File: config.mk
export PLATFORM = sky130hd
export DESIGN_NAME = lhc_ctrl
export DESIGN_NICKNAME = d
export VERILOG_FILES = /design/src/rtl/core/lhc_pkg.sv /design/src/rtl/core/lhc_ctrl.sv
export SDC_FILE = /design/constraint.sdc
export NUM_CORES = 1
export LEC_CHECK = 0
export ABC_AREA = 0
export BUFFER_PORTS_ARGS = -buffer_cell sky130_fd_sc_hd__buf_2
export CAP_MARGIN = 20
export CORE_AREA = 2 2 39 41
export CTS_BUF_LIST = sky130_fd_sc_hd__clkbuf_8
export DETAILED_ROUTE_END_ITERATION = 8
export DIE_AREA = 0 0 41 43
export MAX_ROUTING_LAYER = met4
export SLEW_MARGIN = 20
export SYNTH_ARGS = -nofsm -noshare
export SYNTH_HDL_FRONTEND = slang
export SYNTH_SLANG_ARGS = --single-unit
File: constraint.sdc
create_clock -name clk_i -period 2.3 [get_ports clk_i]
set_input_delay 0.115 -clock clk_i [delete_from_list [all_inputs] [get_ports clk_i]]
set_output_delay 0.115 -clock clk_i [all_outputs]
set_load 0.005 [all_outputs]
File: src/rtl/core/lhc_pkg.sv
// Package for the latency histogram counters: payload structs, controller
// command/status structs, geometry constants and the delay binning function.
// No dependencies.
`default_nettype none

package lhc_pkg;

  localparam int NUM_KINDS    = 13;
  localparam int NUM_OUTCOMES = 64;
  localparam int NUM_BUCKETS  = 7;
  localparam int TOTAL_CELLS  = NUM_KINDS * NUM_OUTCOMES * NUM_BUCKETS;
  localparam int ADDR_W       = $clog2(TOTAL_CELLS);
  localparam int CNT_W        = 31;

  localparam logic [CNT_W-1:0] COUNT_MAX = {CNT_W{1'b1}};

  typedef enum logic {
    OP_RECORD     = 1'b0,
    OP_READ_CLEAR = 1'b1
  } lhc_op_e;

  typedef struct packed {
    logic        op;
    logic [3:0]  api_kind;
    logic [5:0]  outcome_slot;
    logic [31:0] delay_ms;
    logic [2:0]  bucket_pick;
  } lhc_in_t;

  typedef struct packed {
    logic [30:0] count_value;
    logic [2:0]  bucket_used;
    logic        is_success;
  } lhc_out_t;

  typedef struct packed {
    logic clr_we;     // clearing pass: zero one entry
    logic load_item;  // capture the input item
    logic rd_en;      // read the addressed counter
    logic commit;     // write back and load the output register
  } lhc_cmd_t;

  typedef struct packed {
    logic clr_last;   // clearing pass is at the last entry
  } lhc_sts_t;

  // Lower edge of bucket k (k >= 1): 2, 10, then 50*(k-2).
  function automatic logic [31:0] bucket_edge(int k);
    int e;
    if (k == 1) begin
      e = 2;
    end else if (k == 2) begin
      e = 10;
    end else begin
      e = 50 * (k - 2);
    end
    return 32'(e);
  endfunction

  // Bucket = number of lower edges at or below the delay; caps at NUM_BUCKETS-1.
  function automatic logic [2:0] bin_delay(logic [31:0] d);
    logic [2:0] b;
    b = '0;
    for (int k = 1; k < NUM_BUCKETS; k++) begin
      if (d >= bucket_edge(k)) begin
        b = b + 3'd1;
      end
    end
    return b;
  endfunction

endpackage

`default_nettype wire

File: src/rtl/core/lhc_ctrl.sv
// Controller: clear sweep after reset, then accept / read / update sequencing
// and the output valid flag. Depends on lhc_pkg.
`default_nettype none

module lhc_ctrl (
  input  wire logic              clk_i,
  input  wire logic              rst_ni,
  input  wire logic              in_valid_i,
  output logic                   in_ready_o,
  output logic                   out_valid_o,
  input  wire logic              out_ready_i,
  input  wire lhc_pkg::lhc_sts_t sts_i,
  output lhc_pkg::lhc_cmd_t      cmd_o
);
  import lhc_pkg::*;

  typedef enum logic [1:0] {
    ST_CLEAR,
    ST_IDLE,
    ST_READ,
    ST_UPDATE
  } state_e;

  state_e state_q;
  logic   out_valid_q;
  logic   in_xfer;
  logic   commit;

  assign in_xfer = in_valid_i && (state_q == ST_IDLE);
  assign commit  = (state_q == ST_UPDATE) && (!out_valid_q || out_ready_i);

  always_ff @(posedge clk_i or negedge rst_ni) begin
    if (!rst_ni) begin
      state_q     <= ST_CLEAR;
      out_valid_q <= 1'b0;
    end else begin
      unique case (state_q)
        ST_CLEAR: begin
          if (sts_i.clr_last) begin
            state_q <= ST_IDLE;
          end
        end
        ST_IDLE: begin
          if (in_valid_i) begin
            state_q <= ST_READ;
          end
        end
        ST_READ: begin
          state_q <= ST_UPDATE;
        end
        ST_UPDATE: begin
          if (commit) begin
            state_q <= ST_IDLE;
          end
        end
        default: state_q <= ST_CLEAR;
      endcase
      if (commit) begin
        out_valid_q <= 1'b1;
      end else if (out_ready_i) begin
        out_valid_q <= 1'b0;
      end
    end
  end

  assign in_ready_o      = (state_q == ST_IDLE);
  assign out_valid_o     = out_valid_q;
  assign cmd_o.clr_we    = (state_q == ST_CLEAR);
  assign cmd_o.load_item = in_xfer;
  assign cmd_o.rd_en     = (state_q == ST_READ);
  assign cmd_o.commit    = commit;

  a_accept_to_read : assert property (@(posedge clk_i) disable iff (!rst_ni)
    (in_valid_i && in_ready_o) |=> (state_q == ST_READ))
    else $error("accepted item did not move to read");

  a_rise_from_update : assert property (@(posedge clk_i) disable iff (!rst_ni)
    $rose(out_valid_q) |-> $past(state_q == ST_UPDATE))
    else $error("output valid rose outside update");

  a_stall_holds : assert property (@(posedge clk_i) disable iff (!rst_ni)
    (state_q == ST_UPDATE && out_valid_q && !out_ready_i) |=> (state_q == ST_UPDATE))
    else $error("update left while output stalled");

  a_no_item_in_clear : assert property (@(posedge clk_i) disable iff (!rst_ni)
    cmd_o.clr_we |-> (!cmd_o.commit && !cmd_o.rd_en && !out_valid_q))
    else $error("item activity during clearing pass");

endmodule

`default_nettype wire

==> results.tsv, run 1 <==
stage	metric	value	unit
clock_tree	CTS root buf	clkbuf_8	
layout	nets	46	
clock_tree	postcts setup bufs	0	
detailed_routing	residual DRC count	0	
detailed_routing	DRT iter0 DRCs	1	
setup_path	Worst path slowest cell	dfrtp_1	
global_route	grt total ovfl	0	
setup_path	delay-heaviest family, CP	flip-flops	
sta	Worst Max-Slew Pin Slew	0.204	ns
sta	period utilization	61.9	%
place	Place WS	0.863	ns
detailed_routing	via count	187	
layout	Fill cells	160	
sta	Fin. Hold Viols	0	
setup_path	Critical R2R Launch	state_q[1]$_DFFE_PN0P_	
synthesis	area fraction of the dominant cell type after synthesis	31.3	%
setup_path	worst r2r path cells	5	
sta	Final Skew	0.00358	ns
clock_tree	Worst-Skew Late Latency	0.22	ns
sta	Final setup violation count	0	
sta	final worst setup slack	0.876	ns
layout	antenna fix cells	0	
setup_path	Crit path largest cell delay	0.40	ns
synthesis	Yosys top cell by area	dfrtp_1	
sta	Final Critical Period	1.42	ns
setup_path	WP data required	2.39	ns
global_route	Global Route Usage Sum	5.88	%
setup_path	critical path class	flop to flop	
synthesis	Synth Warn #	0	
floorplanning	area of the core	1380	um2
setup_path	cell mode on critical path	inv_1	
power	PwrDens	1290	nW/um2
worst_hold_path	hold crit path type	input port to flop	
setup_path	CP Capture Type	flop	
worst_hold_path	min-delay src	out_ready_i	
synthesis	Area contributors post-synth	dfrtp_1 31%, ha_1 26%, buf_4 6.3%, inv_1 6.3%, o221ai_2 6.3%	
detailed_routing	Routed Antenna Nets	0	
setup_path	maximum fanout along the worst path	4	
place	PortBufs	10	
setup_path	RR Endpoint	state_q[1]$_DFFE_PN0P_	
setup_path	WP buf/inv	2	
floorplanning	width of the die	41	um
synthesis	Synth cell types	11	
sta	Slew Limit Fails	0	
setup_path	crit-path cells	inv_1 > ha_1 > inv_1 > o221ai_2 > mux2_1	
setup_path	CP Data Arrival Time	1.51	ns
global_route	number of global-route vias before repair	155	
clock_tree	cts bufs inserted	3	
floorplanning	Die ar.	1760	um2
place	gpl congestion	0.581	
clock_tree	# H-tree levels	1	
synthesis	register area share after synthesis	31.3	%
floorplanning	IO Count	11	
sta	FMAX	0.702	GHz
detailed_routing	drt wl/cell	7.29	um
synthesis	syn_nets	32	
synthesis	Gate Count Post-Synth	22	
global_route	global-route wire length before repair	572	um
flow_run	maxcap violations	0	
power	P_leak	0.197	nW
synthesis	Yosys reg bits	3	
setup_path	startpoint class of the critical path	flop	
synthesis	Synth Cell Area	240	um2
sta	sum of negative setup slack	0	ns
global_route	largest net degree at the start of global routing	5	
global_route	initial antenna violation count	0	
sta	Slew headroom	86.4	%
worst_hold_path	Cells on Worst Hold Path	3	
power	maximum VDD drop	0.367	mV
detailed_routing	WL final	372	um
sta	RSZ-0062 raised after global routing	false	
setup_path	Reg2Reg Setup Slack	0.88	ns
clock_tree	clock edge transition at the registers on the reported setup and hold paths	0.03	ns
clock_tree	Clock Path Buffers	2	
layout	area grow syn2layout	45.8	%
clock_tree	CTS tree	built	
floorplanning	Initial Util	17.4	%
detailed_routing	via/cell ratio	3.67	
worst_hold_path	Worst Hold End	out_valid_o$_DFFE_PN0P_	
detailed_routing	drt first pass iters	2	
layout	layout cells sized above 1	42.9	%
clock_tree	Sink Count	3	
status	status	finished, final reports clean	
floorplanning	row count	14	
floorplanning	Die H	43	um
synthesis	synthesized area per cell	10.9	um2
## cell usage after synthesis, drive strengths merged
cell / n
mux2: 1
ha: 5
o221ai: 1
and2: 2
mux2i: 1
nand2b: 2
inv: 4
dfrtp: 3
nand2: 1
buf: 2
## layout make-up
type / count / area (um2) / share of cell area [%]
Clock buffer: 3 / 41.3 / 11.8
Tap cell: 16 / 20.0 / 5.71
Sequential cell: 3 / 75.1 / 21.4
Multi-Input combinational cell: 13 / 135 / 38.6
Timing Repair Buffer: 11 / 60.1 / 17.1
Clock inverter: 1 / 3.75 / 1.07
Inverter: 4 / 15.0 / 4.29
## registers in the layout (all words and copies together), names as in the netlist
signal / flops
state_q: 2
out_valid_o: 1
## where the power goes
group	leakage (nW)	internal [mW]	switching, mW	total, mW
registers	0.0341	0.0816	0.0268	0.108
logic	0.136	0.102	0.0937	0.196
clock network	0.0269	0.114	0.0342	0.148
## layout by cell type (no fill, tap or decap)
cell | netlist | final
inv_1 | 4 | 5
nand2b_1 | 1 | 1
dlygate4sd3_1 | 0 | 1
o221ai_2 | 1 | 1
nand2_1 | 1 | 1
clkbuf_8 | 0 | 3
buf_2 | 0 | 10
mux2_1 | 1 | 1
and2_1 | 2 | 2
ha_1 | 5 | 5
nand2b_4 | 1 | 1
mux2i_1 | 1 | 1
dfrtp_1 | 3 | 3
## per-layer routing
metal  GRT usage, %  part of all wire (%)  vias up
met5              -                     0        -
met4           6.00                   3.5        0
met3           6.28                    13        2
met2           7.19                    48        8
met1           4.22                    34       85
li1               -                     -       92
## worst register-to-register path: stages (launching register included)
cell and delay (ns):
dfrtp_1 0.40, inv_1 0.11, ha_1 0.18, inv_1 0.06, o221ai_2 0.22, mux2_1 0.34
## cells by family after synthesis
| group | count (synthesis) | share of synthesized area (%) |
|---|---|---|
| adder cells (fa/ha/maj) | 5 | 26.0 |
| buffers and inverters | 6 | 12.5 |
| multiplexers | 2 | 8.85 |
| flip-flops | 3 | 31.2 |
| AO/OA/AOI/OAI | 1 | 6.25 |
| AND/OR/NAND/NOR | 5 | 15.1 |
## worst max path at each step
stage / endpoint / from / cells after the start
global route: state_q[1]$_DFFE_PN0P_ / state_q[1]$_DFFE_PN0P_ / 5
global placement: state_q[1]$_DFFE_PN0P_ / state_q[1]$_DFFE_PN0P_ / 5
floorplan: state_q[1]$_DFFE_PN0P_ / state_q[1]$_DFFE_PN0P_ / 5
CTS: state_q[1]$_DFFE_PN0P_ / state_q[1]$_DFFE_PN0P_ / 5
detailed placement: state_q[1]$_DFFE_PN0P_ / state_q[1]$_DFFE_PN0P_ / 5
finish: state_q[1]$_DFFE_PN0P_ / state_q[1]$_DFFE_PN0P_ / 5
## what timing repair did
item,CTS,global route
resized for setup,0,0
setup endpoints to repair,0,0
hold buffers,1,0
hold endpoints to repair,3,0
## through the flow
| stage | area [um2] | power (mW) | util [%] | hold slack (ns) | cells |
|---|---|---|---|---|---|
| floorplan | 240 | 0.261 | - | -0.181 | 22 |
| global placement | 295 | 0.309 | 21.3 | -0.0867 | 46 |
| detailed placement | 295 | 0.312 | 21.3 | -0.0872 | 46 |
| CTS | 350 | 0.465 | 25.3 | 0.191 | 51 |
| global route | 350 | 0.504 | 25.3 | 0.195 | 51 |
| finish | 350 | 0.452 | 25.3 | 0.184 | 51 |
No activity file was read; power rests on OpenSTA's default activity.
==> run 2: changes to the inputs <==
--- a/config.mk
+++ b/config.mk
@@ -5,7 +5,7 @@
 export SDC_FILE = /design/constraint.sdc
 export NUM_CORES = 1
 export LEC_CHECK = 0
-export ABC_AREA = 0
+export ABC_AREA = 1
 export BUFFER_PORTS_ARGS = -buffer_cell sky130_fd_sc_hd__buf_2
 export CAP_MARGIN = 20
 export CORE_AREA = 2 2 39 41
==> constraint.sdc (replaced) <==
create_clock -name clk_i -period 1.4 [get_ports clk_i]
set_input_delay 0.07 -clock clk_i [delete_from_list [all_inputs] [get_ports clk_i]]
set_output_delay 0.07 -clock clk_i [all_outputs]
set_load 0.005 [all_outputs]
==> results.tsv, run 2 <==
stage	metric	value	unit
worst_hold_path	hold crit path type	input port to flop	
setup_path	maximum fanout along the worst path	4	
floorplanning	area of the core	1380	um2
layout	layout cells sized above 1	40.0	%
sta	Slew Limit Fails	0	
layout	nets	56	
worst_hold_path	min-delay src	out_ready_i	
synthesis	Synth cell types	10	
setup_path	CP Capture Type	output pin	
place	dpl hpwl	389	um
synthesis	async set or reset register ratio after synthesis	100	%
floorplanning	width of the die	41	um
power	PwrDens	2140	nW/um2
detailed_routing	WL final	470	um
sta	Slew headroom	89.4	%
synthesis	dominant synthesized flop cell	dfrtp_1	
clock_tree	clock edge transition at the registers on the reported setup and hold paths	0.03	ns
worst_hold_path	Cells on Worst Hold Path	4	
sta	Final setup violation count	0	
synthesis	Synth Warn #	0	
setup_path	delay-heaviest family, CP	flip-flops	
power	maximum VDD drop	0.571	mV
global_route	number of global-route vias before repair	216	
detailed_routing	via/cell ratio	3.93	
floorplanning	Die ar.	1760	um2
clock_tree	# H-tree levels	1	
sta	Final Critical Period	1.19	ns
floorplanning	row count	14	
sta	sum of negative setup slack	0	ns
sta	Final Skew	0.00156	ns
setup_path	CP Data Arrival Time	1.12	ns
sta	Worst Max-Slew Pin Slew	0.160	ns
synthesis	Area contributors post-synth	dfrtp_1 29%, ha_1 24%, inv_1 10%, nand2_1 10%, nand3_2 7.7%	
synthesis	register area share after synthesis	29.0	%
setup_path	Worst path slowest cell	dfrtp_1	
global_route	largest net degree at the start of global routing	6	
power	total power	0.789	mW
clock_tree	Worst-Skew Late Latency	0.22	ns
status	status	finished, final reports clean	
global_route	initial antenna violation count	0	
flow_run	maxcap violations	0	
synthesis	Yosys reg bits	3	
detailed_routing	residual DRC count	0	
sta	period utilization	85.2	%
place	placed instance area	314	um2
synthesis	Synth Cell Area	259	um2
detailed_routing	drt wl/cell	7.70	um
clock_tree	CTS tree	built	
layout	antenna fix cells	0	
floorplanning	Die H	43	um
place	PortBufs	10	
synthesis	Post-synth top cells	7 x inv_1, 7 x nand2_1, 5 x ha_1	
layout	max FFs per register	2	
floorplanning	Initial Util	18.7	%
place	gpl congestion	0.598	
layout	commonest non-fill, non-tap cell in the layout	buf_2	
setup_path	Critical R2R Launch	state_q[0]$_DFFE_PN0P_	
sta	Fin. Hold Viols	0	
detailed_routing	via count	240	
setup_path	critical path class	flop to output pin	
layout	fin cells	61	
layout	Post-Layout Inst Area	369	um2
global_route	Global Route Usage Sum	8.14	%
floorplanning	IO Count	11	
synthesis	synthesized area per cell	8.09	um2
setup_path	Crit path largest cell delay	0.40	ns
detailed_routing	Routed Antenna Nets	0	
layout	area grow syn2layout	42.5	%
setup_path	Reg2Reg Setup Slack	0.29	ns
clock_tree	Clock Path Buffers	2	
place	Cells after DPL	56	
clock_tree	Sink Count	3	
setup_path	RR Endpoint	state_q[0]$_DFFE_PN0P_	
setup_path	critical path depth in cells	5	
setup_path	WP buf/inv	3	
synthesis	syn_nets	42	
synthesis	Yosys top cell by area	dfrtp_1	
power	P_leak	0.232	nW
worst_hold_path	Worst Hold End	out_valid_o$_DFFE_PN0P_	
clock_tree	post-cts sizing count	0	
layout	Reg with most FFs	state_q	
synthesis	Gate Count Post-Synth	32	
clock_tree	cts bufs inserted	3	
setup_path	WP data required	1.33	ns
sta	RSZ-0062 raised after global routing	false	
detailed_routing	drt first pass iters	2	
setup_path	cell mode on critical path	inv_1	
clock_tree	CTS root buf	clkbuf_8	
detailed_routing	DRT iter0 DRCs	3	
setup_path	crit-path cells	inv_1 > ha_1 > nand2_1 > inv_1 > buf_2	
synthesis	area fraction of the dominant cell type after synthesis	29.0	%
global_route	grt total ovfl	0	
global_route	global-route wire length before repair	786	um
setup_path	startpoint class of the critical path	flop	
sta	FMAX	0.838	GHz
synthesis	EDFF count, synth	0	
setup_path	worst r2r path cells	6	
layout	most frequent cells in the layout	10 x buf_2, 8 x inv_1, 7 x nand2_1	
==> run 2: cell count changes after synthesis, moves of 2 or more <==
cell     delta
and2_1      -2
inv_1       +3
nand2_1     +6
nand2_2     +2
nand3_2     +2
nand4_1     +2
==> run 2: worst max path at each step <==
stage / start / end / slack, ns
2_1_floorplan: state_q[0]$_DFFE_PN0P_ / state_q[0]$_DFFE_PN0P_ / 0.35
3_3_place_gp: state_q[0]$_DFFE_PN0P_ / state_q[0]$_DFFE_PN0P_ / 0.28
3_5_place_dp: state_q[0]$_DFFE_PN0P_ / state_q[0]$_DFFE_PN0P_ / 0.29
4_1_cts: state_q[1]$_DFFE_PN0P_ / cmd_o[2] / 0.19
5_1_grt: state_q[0]$_DFFE_PN0P_ / cmd_o[0] / 0.12
6_report: state_q[1]$_DFFE_PN0P_ / cmd_o[2] / 0.21
==> run 2: repair_timing <==
item / in CTS / in global routing
hold endpoints to repair: 3 / 0
buffers inserted: 0 / 0
hold buffers: 1 / 0
==> run 2: cells by family (layout without fill, tap and decap cells) <==
kind of cell             after synthesis  in the layout  share of synthesized area, %
adder cells (fa/ha/maj)                5              5                          24.2
AO/OA/AOI/OAI                          1              1                          1.93
buffers and inverters                 10             23                          17.4
flip-flops                             3              3                          29.0
AND/OR/NAND/NOR                       13             13                          27.5
==> run 2: layout make-up <==
cell class	count	area, um2
flip-flops and latches	3	75.1
clock buffers	3	41.3
fillers	156	1010
clock inverters	1	3.75
repair buffers	11	60.1
well taps	16	20.0
multi-input cells	19	139
inverters	8	30.0
==> run 2: metrics by stage <==
| stage | hold WS [ns] | setup WS (ns) | util, % |
|---|---|---|---|
| 3_5_place_dp | -0.127 | 0.285 | 22.7 |
| 6_report | 0.113 | 0.207 | 26.7 |
| 4_1_cts | 0.117 | 0.191 | 26.7 |
| 5_1_grt | 0.133 | 0.120 | 26.7 |
| 2_1_floorplan | -0.226 | 0.350 | - |
| 3_3_place_gp | -0.132 | 0.283 | 22.7 |
==> run 2: metal layers <==
| metal | GRT usage [%] | share of wire, % | vias to the layer above |
|---|---|---|---|
| li1 | - | - | 121 |
| met1 | 4.85 | 36 | 109 |
| met2 | 11.6 | 52 | 8 |
| met3 | 6.28 | 8.5 | 2 |
| met4 | 10.0 | 3.6 | 0 |
| met5 | - | 0 | - |
==> run 2: where the power goes <==
| group | internal (mW) | switching (mW) | leakage (nW) | total [mW] |
|---|---|---|---|---|
| sequential | 0.135 | 0.0512 | 0.0354 | 0.186 |
| combinational | 0.167 | 0.192 | 0.169 | 0.360 |
| clock | 0.187 | 0.0564 | 0.0269 | 0.243 |
| total | 0.489 | 0.300 | 0.232 | 0.789 |
==> run 2: worst register-to-register path, stage by stage (launching register included) <==
cell     delay, ns
dfrtp_1       0.40
inv_1         0.08
ha_1          0.22
nand2_2       0.10
nand3_2       0.09
nand2_1       0.06
nand2_1       0.05
==> run 3: changes to the inputs <==
--- a/config.mk
+++ b/config.mk
@@ -8,10 +8,10 @@
 export ABC_AREA = 1
 export BUFFER_PORTS_ARGS = -buffer_cell sky130_fd_sc_hd__buf_2
 export CAP_MARGIN = 20
-export CORE_AREA = 2 2 39 41
+export CORE_AREA = 3 3 40 42
 export CTS_BUF_LIST = sky130_fd_sc_hd__clkbuf_8
 export DETAILED_ROUTE_END_ITERATION = 8
-export DIE_AREA = 0 0 41 43
+export DIE_AREA = 0 0 43 45
 export MAX_ROUTING_LAYER = met4
 export SLEW_MARGIN = 20
 export SYNTH_ARGS = -nofsm -noshare
==> results.tsv, run 3 (synthesized netlist as in run 2, its figures left out) <==
stage	metric	value	unit
floorplanning	row count	13	
flow_run	maxcap violations	0	
setup_path	maximum fanout along the worst path	4	
clock_tree	Sink Count	3	
floorplanning	area of the core	1280	um2
layout	max FFs per register	2	
sta	FMAX	0.840	GHz
global_route	global-route wire length before repair	710	um
power	P_leak	0.232	nW
power	maximum VDD drop	0.453	mV
layout	Reg with most FFs	state_q	
floorplanning	Die H	45	um
detailed_routing	drt wl/cell	6.90	um
layout	Util after Layout	28.6	%
sta	sum of negative setup slack	0	ns
detailed_routing	WL final	414	um
floorplanning	Die ar.	1940	um2
global_route	largest net degree at the start of global routing	6	
clock_tree	Worst-Skew Late Latency	0.21	ns
power	PwrDens	2120	nW/um2
clock_tree	postcts setup bufs	0	
sta	Final setup violation count	0	
status	status	finished, final reports clean	
layout	nets	56	
layout	most frequent cells in the layout	10 x buf_2, 8 x inv_1, 7 x nand2_1	
place	gpl congestion	0.643	
detailed_routing	via/cell ratio	3.62	
sta	Final Critical Period	1.19	ns
clock_tree	CTS root buf	clkbuf_8	
layout	area grow syn2layout	42.0	%
worst_hold_path	Cells on Worst Hold Path	4	
sta	period utilization	85.0	%
setup_path	CP Capture Type	output pin	
sta	Fin. Hold Viols	0	
layout	antenna fix cells	0	
worst_hold_path	Worst Hold End	out_valid_o$_DFFE_PN0P_	
detailed_routing	residual DRC count	0	
detailed_routing	Routed Antenna Nets	0	
global_route	number of global-route vias before repair	213	
sta	Worst Max-Slew Pin Slew	0.158	ns
layout	layout cells sized above 1	40.0	%
clock_tree	Clock Path Buffers	2	
clock_tree	cts bufs inserted	3	
clock_tree	post-cts sizing count	0	
detailed_routing	DRT iter0 DRCs	2	
clock_tree	CTS tree	built	
global_route	grt total ovfl	0	
clock_tree	clock edge transition at the registers on the reported setup and hold paths	0.03	ns
setup_path	critical path class	flop to output pin	
setup_path	worst r2r path cells	6	
worst_hold_path	hold crit path type	input port to flop	
sta	Slew headroom	89.5	%
place	dpl hpwl	346	um
sta	Final Skew	0.00149	ns
worst_hold_path	min-delay src	out_ready_i	
detailed_routing	drt first pass iters	2	
sta	RSZ-0062 raised after global routing	false	
clock_tree	# H-tree levels	1	
floorplanning	width of the die	43	um
sta	Slew Limit Fails	0	
layout	commonest non-fill, non-tap cell in the layout	buf_2	
global_route	initial antenna violation count	0	
setup_path	Critical R2R Launch	state_q[0]$_DFFE_PN0P_	
global_route	Global Route Usage Sum	5.41	%
setup_path	Reg2Reg Setup Slack	0.30	ns
place	PortBufs	10	
floorplanning	IO Count	11	
setup_path	CP Data Arrival Time	1.12	ns
setup_path	WP data required	1.33	ns
setup_path	RR Endpoint	state_q[1]$_DFFE_PN0P_	
setup_path	startpoint class of the critical path	flop	
floorplanning	Initial Util	20.2	%
detailed_routing	via count	217	
==> run 3: cell counts in the layout (fill, tap and decap cells not counted) <==
Identical to the previous run, type by type.
==> run 3: power breakdown <==
part / internal, mW / switching [mW] / total, mW / leakage, nW
Clock: 0.186 / 0.0529 / 0.239 / 0.0269
Combinational: 0.167 / 0.189 / 0.356 / 0.169
Sequential: 0.135 / 0.0496 / 0.184 / 0.0354
==> run 3: cell type report <==
type                    instances  area (um2)
fillers                       146         917
multi-input cells              19         139
flip-flops and latches          3        75.1
repair buffers                 11        60.1
clock buffers                   3        41.3
inverters                       8        30.0
well taps                      15        18.8
clock inverters                 1        3.75
==> run 3: how the worst max path moves through the flow <==
stage                                 startpoint                endpoint  slack [ns]  cells after the start
final                     state_q[1]$_DFFE_PN0P_                cmd_o[2]        0.21                      5
after global routing      state_q[1]$_DFFE_PN0P_                cmd_o[2]        0.09                      5
after CTS                 state_q[1]$_DFFE_PN0P_                cmd_o[2]        0.20                      5
after detailed placement  state_q[0]$_DFFE_PN0P_  state_q[1]$_DFFE_PN0P_        0.30                      6
after global placement    state_q[0]$_DFFE_PN0P_  state_q[0]$_DFFE_PN0P_        0.29                      6
after floorplan           state_q[0]$_DFFE_PN0P_  state_q[0]$_DFFE_PN0P_        0.35                      6
==> run 3: worst max-delay path, cell delays in order, from the launching register on <==
cell and delay, ns:
dfrtp_1 0.40, inv_1 0.11, ha_1 0.20, nand2_1 0.06
inv_1 0.04, buf_2 0.09
==> run 3: through the flow <==
stage	hold slack (ns)	setup slack (ns)	instance area, um2	total power [mW]	cells
floorplan	-0.226	0.350	259	0.457	32
global placement	-0.131	0.286	313	0.549	55
finish	0.118	0.210	368	0.780	60
CTS	0.118	0.196	368	0.795	60
global route	0.152	0.0918	368	0.871	60
detailed placement	-0.129	0.296	313	0.547	55
==> run 3: repair_timing <==
| item | 4_1_cts | 5_1_grt |
|---|---|---|
| setup endpoints to repair | 0 | 0 |
| hold endpoints to repair | 3 | 0 |
| hold buffers | 1 | 0 |
==> run 3: layer usage <==
layer	global-route usage (%)	vias up	part of all wire (%)
met3	2.39	0	8.7
met1	4.59	93	40
li1	-	120	-
met2	8.68	4	51
met5	-	-	0
met4	5.42	0	0
